`src/sv/qdbi_pkg.sv`:
```
// Shared types, constants and codes for the quadrature detent button input block.
package qdbi_pkg;

    // Saturation bound of the signed step count
    localparam int COUNT_LIMIT = 1000;
    // Detent actions emitted per poll tick at most
    localparam int MAX_DETENTS_PER_TICK = 32;

    localparam int COUNT_W = 11;
    localparam int MAG_W   = 10;
    localparam int DET_W   = $clog2(MAX_DETENTS_PER_TICK + 1);
    localparam int CFG_IDX_W  = 3;
    localparam int CFG_DATA_W = 8;

    localparam logic signed [COUNT_W-1:0] COUNT_MAX = COUNT_W'(COUNT_LIMIT);
    localparam logic signed [COUNT_W-1:0] COUNT_MIN = -COUNT_W'(COUNT_LIMIT);
    localparam logic [DET_W-1:0] DET_MAX = DET_W'(MAX_DETENTS_PER_TICK);
    localparam logic [7:0] SINCE_SAT = 8'd255;

    // Register reset values
    localparam logic [6:0] STEPS_RST    = 7'd4;
    localparam logic [7:0] CW_RST       = 8'd1;
    localparam logic [7:0] CCW_RST      = 8'd2;
    localparam logic [7:0] PRESS_RST    = 8'd0;
    localparam logic [7:0] DEBOUNCE_RST = 8'd25;

    typedef enum logic [CFG_IDX_W-1:0] {
        CFG_STEPS_PER_DETENT = 3'd0,
        CFG_INVERT_DIRECTION = 3'd1,
        CFG_CW_CODE          = 3'd2,
        CFG_CCW_CODE         = 3'd3,
        CFG_PRESS_CODE       = 3'd4,
        CFG_DEBOUNCE_MS      = 3'd5,
        CFG_BUTTON_PRESENT   = 3'd6
    } t_cfg_idx;

    typedef enum logic [1:0] {
        KIND_CW    = 2'd0,
        KIND_CCW   = 2'd1,
        KIND_PRESS = 2'd2
    } t_kind;

    localparam logic MODE_SAMPLE = 1'b0;
    localparam logic MODE_TICK   = 1'b1;

    typedef enum logic {
        ST_IDLE = 1'b0,
        ST_WORK = 1'b1
    } t_state;

    typedef struct packed {
        logic       mode;
        logic       pin_a;
        logic       pin_b;
        logic       button_level;
        logic [9:0] elapsed_ms;
    } t_in_item;

    typedef struct packed {
        logic [7:0] action_code;
        logic [1:0] action_kind;
        logic       last;
    } t_out_item;

    // Commands from controller to datapath
    typedef struct packed {
        logic sample;   // apply a pin sample to the count
        logic tick;     // apply tick timing and button update
        logic emit;     // load the output register
        logic press;    // emitted request is the button press
        logic last;     // emitted request closes the tick
    } t_cmd;

    // Status from datapath to controller
    typedef struct packed {
        logic det_avail;   // count holds at least one whole detent
        logic more_after;  // another detent remains after this one
        logic press_pend;  // press request waits for this tick
        logic slot_free;   // output register can take a request
    } t_status;

endpackage

```
`src/sv/qdbi_dp.sv`:
```
// Datapath: registers, step count, button debounce and output register.
module qdbi_dp
    import qdbi_pkg::*;
(
    input  logic                  i_clk,
    input  logic                  i_rst_n,
    input  logic                  i_cfg_we,
    input  logic [CFG_IDX_W-1:0]  i_cfg_idx,
    input  logic [CFG_DATA_W-1:0] i_cfg_wdata,
    input  t_in_item              i_in,
    input  t_cmd                  i_cmd,
    output t_status               o_status,
    output logic                  o_out_valid,
    input  logic                  i_out_ready,
    output t_out_item             o_out
);

    logic [6:0] r_steps;
    logic       r_invert;
    logic [7:0] r_cw_code;
    logic [7:0] r_ccw_code;
    logic [7:0] r_press_code;
    logic [7:0] r_debounce;
    logic       r_btn_present;

    logic                      r_prev_a, r_prev_b;
    logic signed [COUNT_W-1:0] r_count, n_count;
    logic                      r_btn_state;
    logic [7:0]                r_since, n_since;
    logic                      r_press_pend;
    logic                      r_out_valid;
    t_out_item                 r_out;

    logic signed [2:0]         step_a, step_b, step;
    logic signed [COUNT_W:0]   sum;
    logic [6:0]                per;
    logic                      neg;
    logic [MAG_W-1:0]          mag, mag_next;
    logic [10:0]               since_sum;
    logic                      pressed, btn_accept;

    // Configuration writes
    always_ff @(posedge i_clk) begin
        if (!i_rst_n) begin
            r_steps       <= STEPS_RST;
            r_invert      <= 1'b0;
            r_cw_code     <= CW_RST;
            r_ccw_code    <= CCW_RST;
            r_press_code  <= PRESS_RST;
            r_debounce    <= DEBOUNCE_RST;
            r_btn_present <= 1'b1;
        end else if (i_cfg_we) begin
            unique case (i_cfg_idx)
                CFG_STEPS_PER_DETENT: r_steps       <= i_cfg_wdata[6:0];
                CFG_INVERT_DIRECTION: r_invert      <= i_cfg_wdata[0];
                CFG_CW_CODE:          r_cw_code     <= i_cfg_wdata;
                CFG_CCW_CODE:         r_ccw_code    <= i_cfg_wdata;
                CFG_PRESS_CODE:       r_press_code  <= i_cfg_wdata;
                CFG_DEBOUNCE_MS:      r_debounce    <= i_cfg_wdata;
                CFG_BUTTON_PRESENT:   r_btn_present <= i_cfg_wdata[0];
                default: ;
            endcase
        end
    end

    // Decode x4: an edge on A counts by B, an edge on B counts by A
    always_comb begin
        step_a = 3'sd0;
        step_b = 3'sd0;
        if (r_prev_a != i_in.pin_a) begin
            step_a = (i_in.pin_a ^ i_in.pin_b) ? 3'sd1 : -3'sd1;
        end
        if (r_prev_b != i_in.pin_b) begin
            step_b = (i_in.pin_a == i_in.pin_b) ? 3'sd1 : -3'sd1;
        end
        step = r_invert ? -(step_a + step_b) : (step_a + step_b);
        sum  = (COUNT_W+1)'(r_count) + (COUNT_W+1)'(step);
    end

    // Magnitude and one-detent subtraction
    always_comb begin
        per      = (r_steps == 7'd0) ? 7'd1 : r_steps;
        neg      = r_count[COUNT_W-1];
        mag      = neg ? MAG_W'(-r_count) : MAG_W'(r_count);
        mag_next = mag - MAG_W'(per);
    end

    // Saturating timer and debounce decision on a tick
    always_comb begin
        since_sum  = 11'(r_since) + 11'(i_in.elapsed_ms);
        n_since    = (since_sum > 11'(SINCE_SAT)) ? SINCE_SAT : since_sum[7:0];
        pressed    = ~i_in.button_level;
        btn_accept = r_btn_present && (pressed != r_btn_state) && (n_since > r_debounce);
    end

    // Next count: saturate on samples, step toward zero on detents
    always_comb begin
        n_count = r_count;
        if (i_cmd.sample) begin
            if (sum > (COUNT_W+1)'(COUNT_MAX)) begin
                n_count = COUNT_MAX;
            end else if (sum < (COUNT_W+1)'(COUNT_MIN)) begin
                n_count = COUNT_MIN;
            end else begin
                n_count = sum[COUNT_W-1:0];
            end
        end else if (i_cmd.emit && !i_cmd.press) begin
            n_count = neg ? r_count + COUNT_W'(per) : r_count - COUNT_W'(per);
        end
    end

    // State registers
    always_ff @(posedge i_clk) begin
        if (!i_rst_n) begin
            r_prev_a     <= 1'b0;
            r_prev_b     <= 1'b0;
            r_count      <= '0;
            r_btn_state  <= 1'b0;
            r_since      <= SINCE_SAT;
            r_press_pend <= 1'b0;
        end else begin
            r_count <= n_count;
            if (i_cmd.sample) begin
                r_prev_a <= i_in.pin_a;
                r_prev_b <= i_in.pin_b;
            end
            if (i_cmd.tick) begin
                r_since      <= btn_accept ? 8'd0 : n_since;
                r_btn_state  <= btn_accept ? pressed : r_btn_state;
                r_press_pend <= btn_accept && pressed && (r_press_code != 8'd0);
            end else if (i_cmd.emit && i_cmd.press) begin
                r_press_pend <= 1'b0;
            end
        end
    end

    // Output register: load on emit, drop when taken
    always_ff @(posedge i_clk) begin
        if (!i_rst_n) begin
            r_out_valid <= 1'b0;
        end else if (i_cmd.emit) begin
            r_out_valid <= 1'b1;
        end else if (i_out_ready) begin
            r_out_valid <= 1'b0;
        end
    end

    always_ff @(posedge i_clk) begin
        if (i_cmd.emit) begin
            r_out.last <= i_cmd.last;
            if (i_cmd.press) begin
                r_out.action_code <= r_press_code;
                r_out.action_kind <= KIND_PRESS;
            end else if (neg) begin
                r_out.action_code <= r_ccw_code;
                r_out.action_kind <= KIND_CCW;
            end else begin
                r_out.action_code <= r_cw_code;
                r_out.action_kind <= KIND_CW;
            end
        end
    end

    assign o_status.det_avail  = mag >= MAG_W'(per);
    assign o_status.more_after = mag_next >= MAG_W'(per);
    assign o_status.press_pend = r_press_pend;
    assign o_status.slot_free  = !r_out_valid || i_out_ready;
    assign o_out_valid         = r_out_valid;
    assign o_out               = r_out;

    // Count never leaves its saturation bounds
    a_count_range: assert property (@(posedge i_clk) disable iff (!i_rst_n)
        (r_count <= COUNT_MAX) && (r_count >= COUNT_MIN))
        else $error("count out of range");

    // A request is loaded only into a free output slot
    a_emit_slot: assert property (@(posedge i_clk) disable iff (!i_rst_n)
        i_cmd.emit |-> (!r_out_valid || i_out_ready))
        else $error("emit into full output register");

    // A press request always closes its tick
    a_press_last: assert property (@(posedge i_clk) disable iff (!i_rst_n)
        (i_cmd.emit && i_cmd.press) |=> (r_out.last && r_out.action_kind == KIND_PRESS))
        else $error("press request not marked last");

    // A pending press means the timer was just restarted
    a_press_timer: assert property (@(posedge i_clk) disable iff (!i_rst_n)
        (i_cmd.tick ##1 r_press_pend) |-> (r_since == 8'd0))
        else $error("press without timer restart");

endmodule

```
`src/sv/qdbi_ctrl.sv`:
```
// Controller: accepts requests and sequences detent and press emission.
module qdbi_ctrl
    import qdbi_pkg::*;
(
    input  logic    i_clk,
    input  logic    i_rst_n,
    input  logic    i_in_valid,
    input  logic    i_in_mode,
    output logic    o_in_ready,
    input  t_status i_status,
    output t_cmd    o_cmd
);

    t_state           r_state, n_state;
    logic [DET_W-1:0] r_det_cnt, n_det_cnt;
    logic             det_left, more_left;

    always_ff @(posedge i_clk) begin
        if (!i_rst_n) begin
            r_state   <= ST_IDLE;
            r_det_cnt <= '0;
        end else begin
            r_state   <= n_state;
            r_det_cnt <= n_det_cnt;
        end
    end

    // Next state and commands
    always_comb begin
        n_state    = r_state;
        n_det_cnt  = r_det_cnt;
        o_cmd      = '0;
        o_in_ready = 1'b0;
        det_left   = i_status.det_avail && (r_det_cnt != DET_MAX);
        more_left  = i_status.more_after && ((r_det_cnt + DET_W'(1)) != DET_MAX);
        unique case (r_state)
            ST_IDLE: begin
                o_in_ready = 1'b1;
                if (i_in_valid) begin
                    if (i_in_mode == MODE_TICK) begin
                        o_cmd.tick = 1'b1;
                        n_det_cnt  = '0;
                        n_state    = ST_WORK;
                    end else begin
                        o_cmd.sample = 1'b1;
                    end
                end
            end
            ST_WORK: begin
                if (det_left) begin
                    if (i_status.slot_free) begin
                        o_cmd.emit = 1'b1;
                        o_cmd.last = !more_left && !i_status.press_pend;
                        n_det_cnt  = r_det_cnt + DET_W'(1);
                    end
                end else if (i_status.press_pend) begin
                    if (i_status.slot_free) begin
                        o_cmd.emit  = 1'b1;
                        o_cmd.press = 1'b1;
                        o_cmd.last  = 1'b1;
                        n_state     = ST_IDLE;
                    end
                end else begin
                    n_state = ST_IDLE;
                end
            end
            default: n_state = ST_IDLE;
        endcase
    end

    // Detent count per tick never passes its limit
    a_det_limit: assert property (@(posedge i_clk) disable iff (!i_rst_n)
        r_det_cnt <= DET_MAX)
        else $error("detent count over limit");

    // No request is accepted while a tick is being worked off
    a_busy: assert property (@(posedge i_clk) disable iff (!i_rst_n)
        (r_state == ST_WORK) |-> !o_in_ready && !o_cmd.tick && !o_cmd.sample)
        else $error("request accepted while busy");

endmodule

```
`src/sv/quadrature_detent_button_input.sv`:
```
// Top level: quadrature decoder with detent actions and debounced button press.
// A pin sample yields no request and the block stays idle; the next item follows at once.
// A poll tick yields n requests, where n (0..33) is its detents plus any press request,
// which then closes it; one detent or press goes out per cycle while the slot is free.
// Output stalls stretch a tick for as long as the output register stays full.
// Synchronous active-low reset restores registers and clears count and button state.
module quadrature_detent_button_input
    import qdbi_pkg::*;
(
    input  logic                  i_clk,
    input  logic                  i_rst_n,
    input  logic                  i_in_valid,
    output logic                  o_in_ready,
    input  t_in_item              i_in,
    output logic                  o_out_valid,
    input  logic                  i_out_ready,
    output t_out_item             o_out,
    input  logic                  i_cfg_we,
    input  logic [CFG_IDX_W-1:0]  i_cfg_idx,
    input  logic [CFG_DATA_W-1:0] i_cfg_wdata
);

    t_cmd    cmd;
    t_status status;

    qdbi_ctrl u_ctrl (
        .i_clk      (i_clk),
        .i_rst_n    (i_rst_n),
        .i_in_valid (i_in_valid),
        .i_in_mode  (i_in.mode),
        .o_in_ready (o_in_ready),
        .i_status   (status),
        .o_cmd      (cmd)
    );

    qdbi_dp u_dp (
        .i_clk       (i_clk),
        .i_rst_n     (i_rst_n),
        .i_cfg_we    (i_cfg_we),
        .i_cfg_idx   (i_cfg_idx),
        .i_cfg_wdata (i_cfg_wdata),
        .i_in        (i_in),
        .i_cmd       (cmd),
        .o_status    (status),
        .o_out_valid (o_out_valid),
        .i_out_ready (i_out_ready),
        .o_out       (o_out)
    );

endmodule

```
`config.mk`:
```
export PLATFORM = sky130hd
export DESIGN_NAME = quadrature_detent_button_input
export DESIGN_NICKNAME = d
export VERILOG_FILES = /design/src/sv/qdbi_pkg.sv /design/src/sv/qdbi_dp.sv /design/src/sv/qdbi_ctrl.sv /design/src/sv/quadrature_detent_button_input.sv
export SDC_FILE = /design/constraint.sdc
export NUM_CORES = 1
export LEC_CHECK = 0
export ABC_AREA = 1
export BUFFER_PORTS_ARGS = -buffer_cell sky130_fd_sc_hd__buf_2
export CORE_MARGIN = 3
export CORE_UTILIZATION = 30
export CTS_CLUSTER_DIAMETER = 120
export CTS_CLUSTER_SIZE = 24
export DETAILED_ROUTE_END_ITERATION = 7
export REMOVE_ABC_BUFFERS = 1
export SYNTH_ARGS = -nofsm -noshare
export SYNTH_HDL_FRONTEND = slang
export SYNTH_HIERARCHICAL = 1
export SYNTH_SLANG_ARGS = --single-unit
```
`constraint.sdc`:
```
create_clock -name i_clk -period 11.7 [get_ports i_clk]
set_input_delay 1.755 -clock i_clk [delete_from_list [all_inputs] [get_ports i_clk]]
set_output_delay 1.755 -clock i_clk [all_outputs]
set_load 0.01 [all_outputs]
```
==> impl_metrics.yaml <==
timing:
  drv_slew: 0
  fmax_mhz: 183
  whs_ns: 0.456
  min_period_ns: 5.47
  fin_worst_skew_ns: 0.00889
  setup_viol: 0
  slew_headroom_pct: 34.7
  finalCritPeriodShare_pct: 46.7
  tightest_slew_ns: 0.978
  grt_setup_unrepaired: "false"
  hold_viol_final: 0
  final.setup.tns_ns: 0
finish:
  final_cell_mix: "188 x nand2_1, 129 x inv_1, 101 x nor2_1, 90 x a21oi_1, 74 x o21ai_0"
  final_common_cell: "nand2_1"
  nFillCells: 2172
  area_growth_pct: 12.0
  antenna_cells: 0
  utilization_pct: 34.8
  layout.nets: 1040
  final_layout_size_suffix_gt1_share_pct: 8.18
setup_path:
  worstPathRequired_ns: 11.93
  startpoint_type: "flip-flop"
  critPathMaxFanout: 26
  r2r_slack_ns: 6.23
  arrival_ns: 5.70
  critPathCaptureType: "flip-flop"
  worst-setup-path-type: "reg -> reg"
global_route:
  grt_max_degree: 58
  grt_pass1_wl_um: 26100
  overflow: 0
  grt_pass1_vias: 5428
  grt_use_met3_pct: 2.04
  grtUsageMet1_pct: 18.7
  antenna_found_initial: 0
  use_met2_pct: 24.3
  busiest_layer: "met2"
  grt_use_total_pct: 14.2
power_and_ir_drop:
  power.density_nw_per_um2: 209
  pwr-share-seq_pct: 25.3
  sw_frac_of_total_pct: 46.4
  max-vdd-ir-drop_uv: 62.8
  p_switching_uw: 668
  p_int_uw: 771
  combPwrFrac_pct: 56.5
  clkPwrFrac_pct: 18.3
  p_leak_nw: 3.23
logic_synthesis:
  synth_top_area_cell: "dfxtp_1"
  postSynthAreaPerCell_um2: 6.73
  synth_top_area_share_pct: 23.4
  yosysUniqueCellTypes: 40
  synth_cells: 914
  synthTopCellsByArea: "dfxtp_1 23%, ha_1 12%, nand2_1 11%"
  syn_area_um2: 6150
  synth-seq-cells: 83
  ys_seq_area_share_pct: 28.8
  yosys_warnings: 6
die:
  initial_utilization_pct: 31.1
  coreArea_um2: 19800
  rows: 51
  die_w_um: 149
  dieArea_um2: 22300
  die_h_um: 149
  ioPinCount: 43
clock_network:
  cts_inserted_buffers: 9
  postCtsSetupBuffers: 0
  cts.path.max_buffers: 2
  h-tree-depth: 3
  cts_tree: "yes"
  hold_buffers: 0
  path_clk_slew_ns: 0.06
  cts_sinks: 83
  cts_resized: 0
  clkLatencyLatePin_ns: 0.35
  root_buffer: "clkbuf_16"
detailed_routing:
  routed_wirelength_um: 15400
  via_per_inst: 4.84
  drcViolationCount: 0
  vias: 5892
  routedWlPerCell_um: 12.6
  drt_iter0_drc: 366
  first_pass_iters: 5
  antenna_left: 0
placed_design:
  hpwl_um: 11800
  gp_congestion: 0.848
  portBuffers: 42
status:
  outcome: "complete, no violations"
worst_hold_path:
  hold_path.class: "reg -> reg"
run:
  drv_cap: 0
[per-stage QoR]
| stage | cells | worst slack (ns) | total power, mW | instance area (µm²) |
|---|---|---|---|---|
| 6_report | 1218 | 6.23 | 1.44 | 6890 |
| 4_1_cts | 1218 | 6.25 | 1.45 | 6890 |
| 3_5_place_dp | 1202 | 5.92 | 1.18 | 6620 |
| 5_1_grt | 1218 | 5.67 | 1.60 | 6890 |
| 3_3_place_gp | 1202 | 5.97 | 1.17 | 6620 |
| 2_1_floorplan | 894 | 6.62 | 0.997 | 6070 |
[registers in the layout, summed over array words and instances (netlist names)]
name,flops
u_ctrl/r_det_cnt,6
u_ctrl/r_state,1
u_dp/o_out,11
u_dp/o_out_valid,1
u_dp/r_btn_present,1
u_dp/r_btn_state,1
u_dp/r_ccw_code,8
u_dp/r_count,11
u_dp/r_cw_code,8
u_dp/r_debounce,8
u_dp/r_invert,1
u_dp/r_press_code,8
u_dp/r_press_pend,1
u_dp/r_prev_a,1
u_dp/r_prev_b,1
u_dp/r_since,8
u_dp/r_steps,7
[power by group through the flow]
stage | clock network, mW | registers (mW) | logic (mW)
6_report | 0.263 | 0.364 | 0.813
5_1_grt | 0.282 | 0.369 | 0.949
4_1_cts | 0.272 | 0.365 | 0.813
3_5_place_dp | 0 | 0.371 | 0.807
3_3_place_gp | 0 | 0.371 | 0.803
2_1_floorplan | 0 | 0.359 | 0.638
[worst max-delay path, stage by stage, from the launching register on]
cell      delay, ns
dfxtp_1        0.96
inv_1          0.59
a21oi_1        0.29
xor2_1         0.10
ha_1           0.38
nand4_1        0.10
nor4_1         0.31
nor2_1         0.08
nand2_1        0.09
nand2_2        0.08
nor2_4         0.18
inv_2          0.11
nand2_1        0.54
inv_1          0.15
nor2_1         0.40
nor2_1         0.21
inv_1          0.34
o211ai_1       0.23
o211ai_1       0.13
inv_1          0.06
[Yosys cell counts]
cell,n
nand2_1,188
inv_1,129
nor2_1,101
a21oi_1,90
o21ai_0,74
dfxtp_1,72
ha_1,58
nand3_1,58
xor2_1,27
clkbuf_1,17
nand4_1,13
edfxtp_1,11
o22ai_1,9
o211ai_1,7
or2_2,6
nor3_1,5
xnor2_1,5
fa_1,4
nand3b_1,4
nor4_1,4
a21oi_2,3
a31oi_1,3
inv_2,3
o21bai_1,3
o31ai_1,3
nand2_2,2
o21ai_2,2
a21o_1,1
a21oi_4,1
and2_1,1
buf_1,1
buf_2,1
buf_4,1
nand2_4,1
nand3_2,1
nor2_2,1
nor2_4,1
o221ai_1,1
o41ai_1,1
or2_1,1
[cell type report]
type / instances / area (µm²) / share of cell area, %
sequential: 83 / 1770 / 25.7
clock buffer: 11 / 233 / 3.38
clock inverter: 5 / 36.3 / 0.527
timing repair buffer: 43 / 218 / 3.16
inverter: 132 / 495 / 7.19
tap: 265 / 332 / 4.81
multi-input combinational: 679 / 3800 / 55.2
[path summary, 6_finish.rpt]
| path | from | endpoint | cells after the start |
|---|---|---|---|
| min | u_dp/r_steps[0] | u_dp/r_steps[0] | 2 |
| max | u_dp/r_count[10] | u_dp/r_count[10] | 19 |
| min reg2reg | u_dp/r_steps[0] | u_dp/r_steps[0] | 2 |
| max reg2reg | u_dp/r_count[10] | u_dp/r_count[10] | 19 |
[layer usage]
metal | wire length (µm) | vias to the layer above | share of wire (%)
met5 | 0 | - | 0
met4 | 240 | 0 | 1.6
met3 | 506 | 20 | 3.3
met2 | 7320 | 108 | 48
met1 | 7320 | 2680 | 48
li1 | - | 3084 | -
[logic make-up after synthesis]
group	Yosys count	synth area share (%)
DFF	83	28.8
xor gates and xnor gates	32	4.56
AOI/OAI and AO/OA	198	17.5
and+or+nand+nor	387	26.6
buffers and inverters	152	9.36
adders and majority gates	62	13.1
Power figures use the tool's default switching activity.
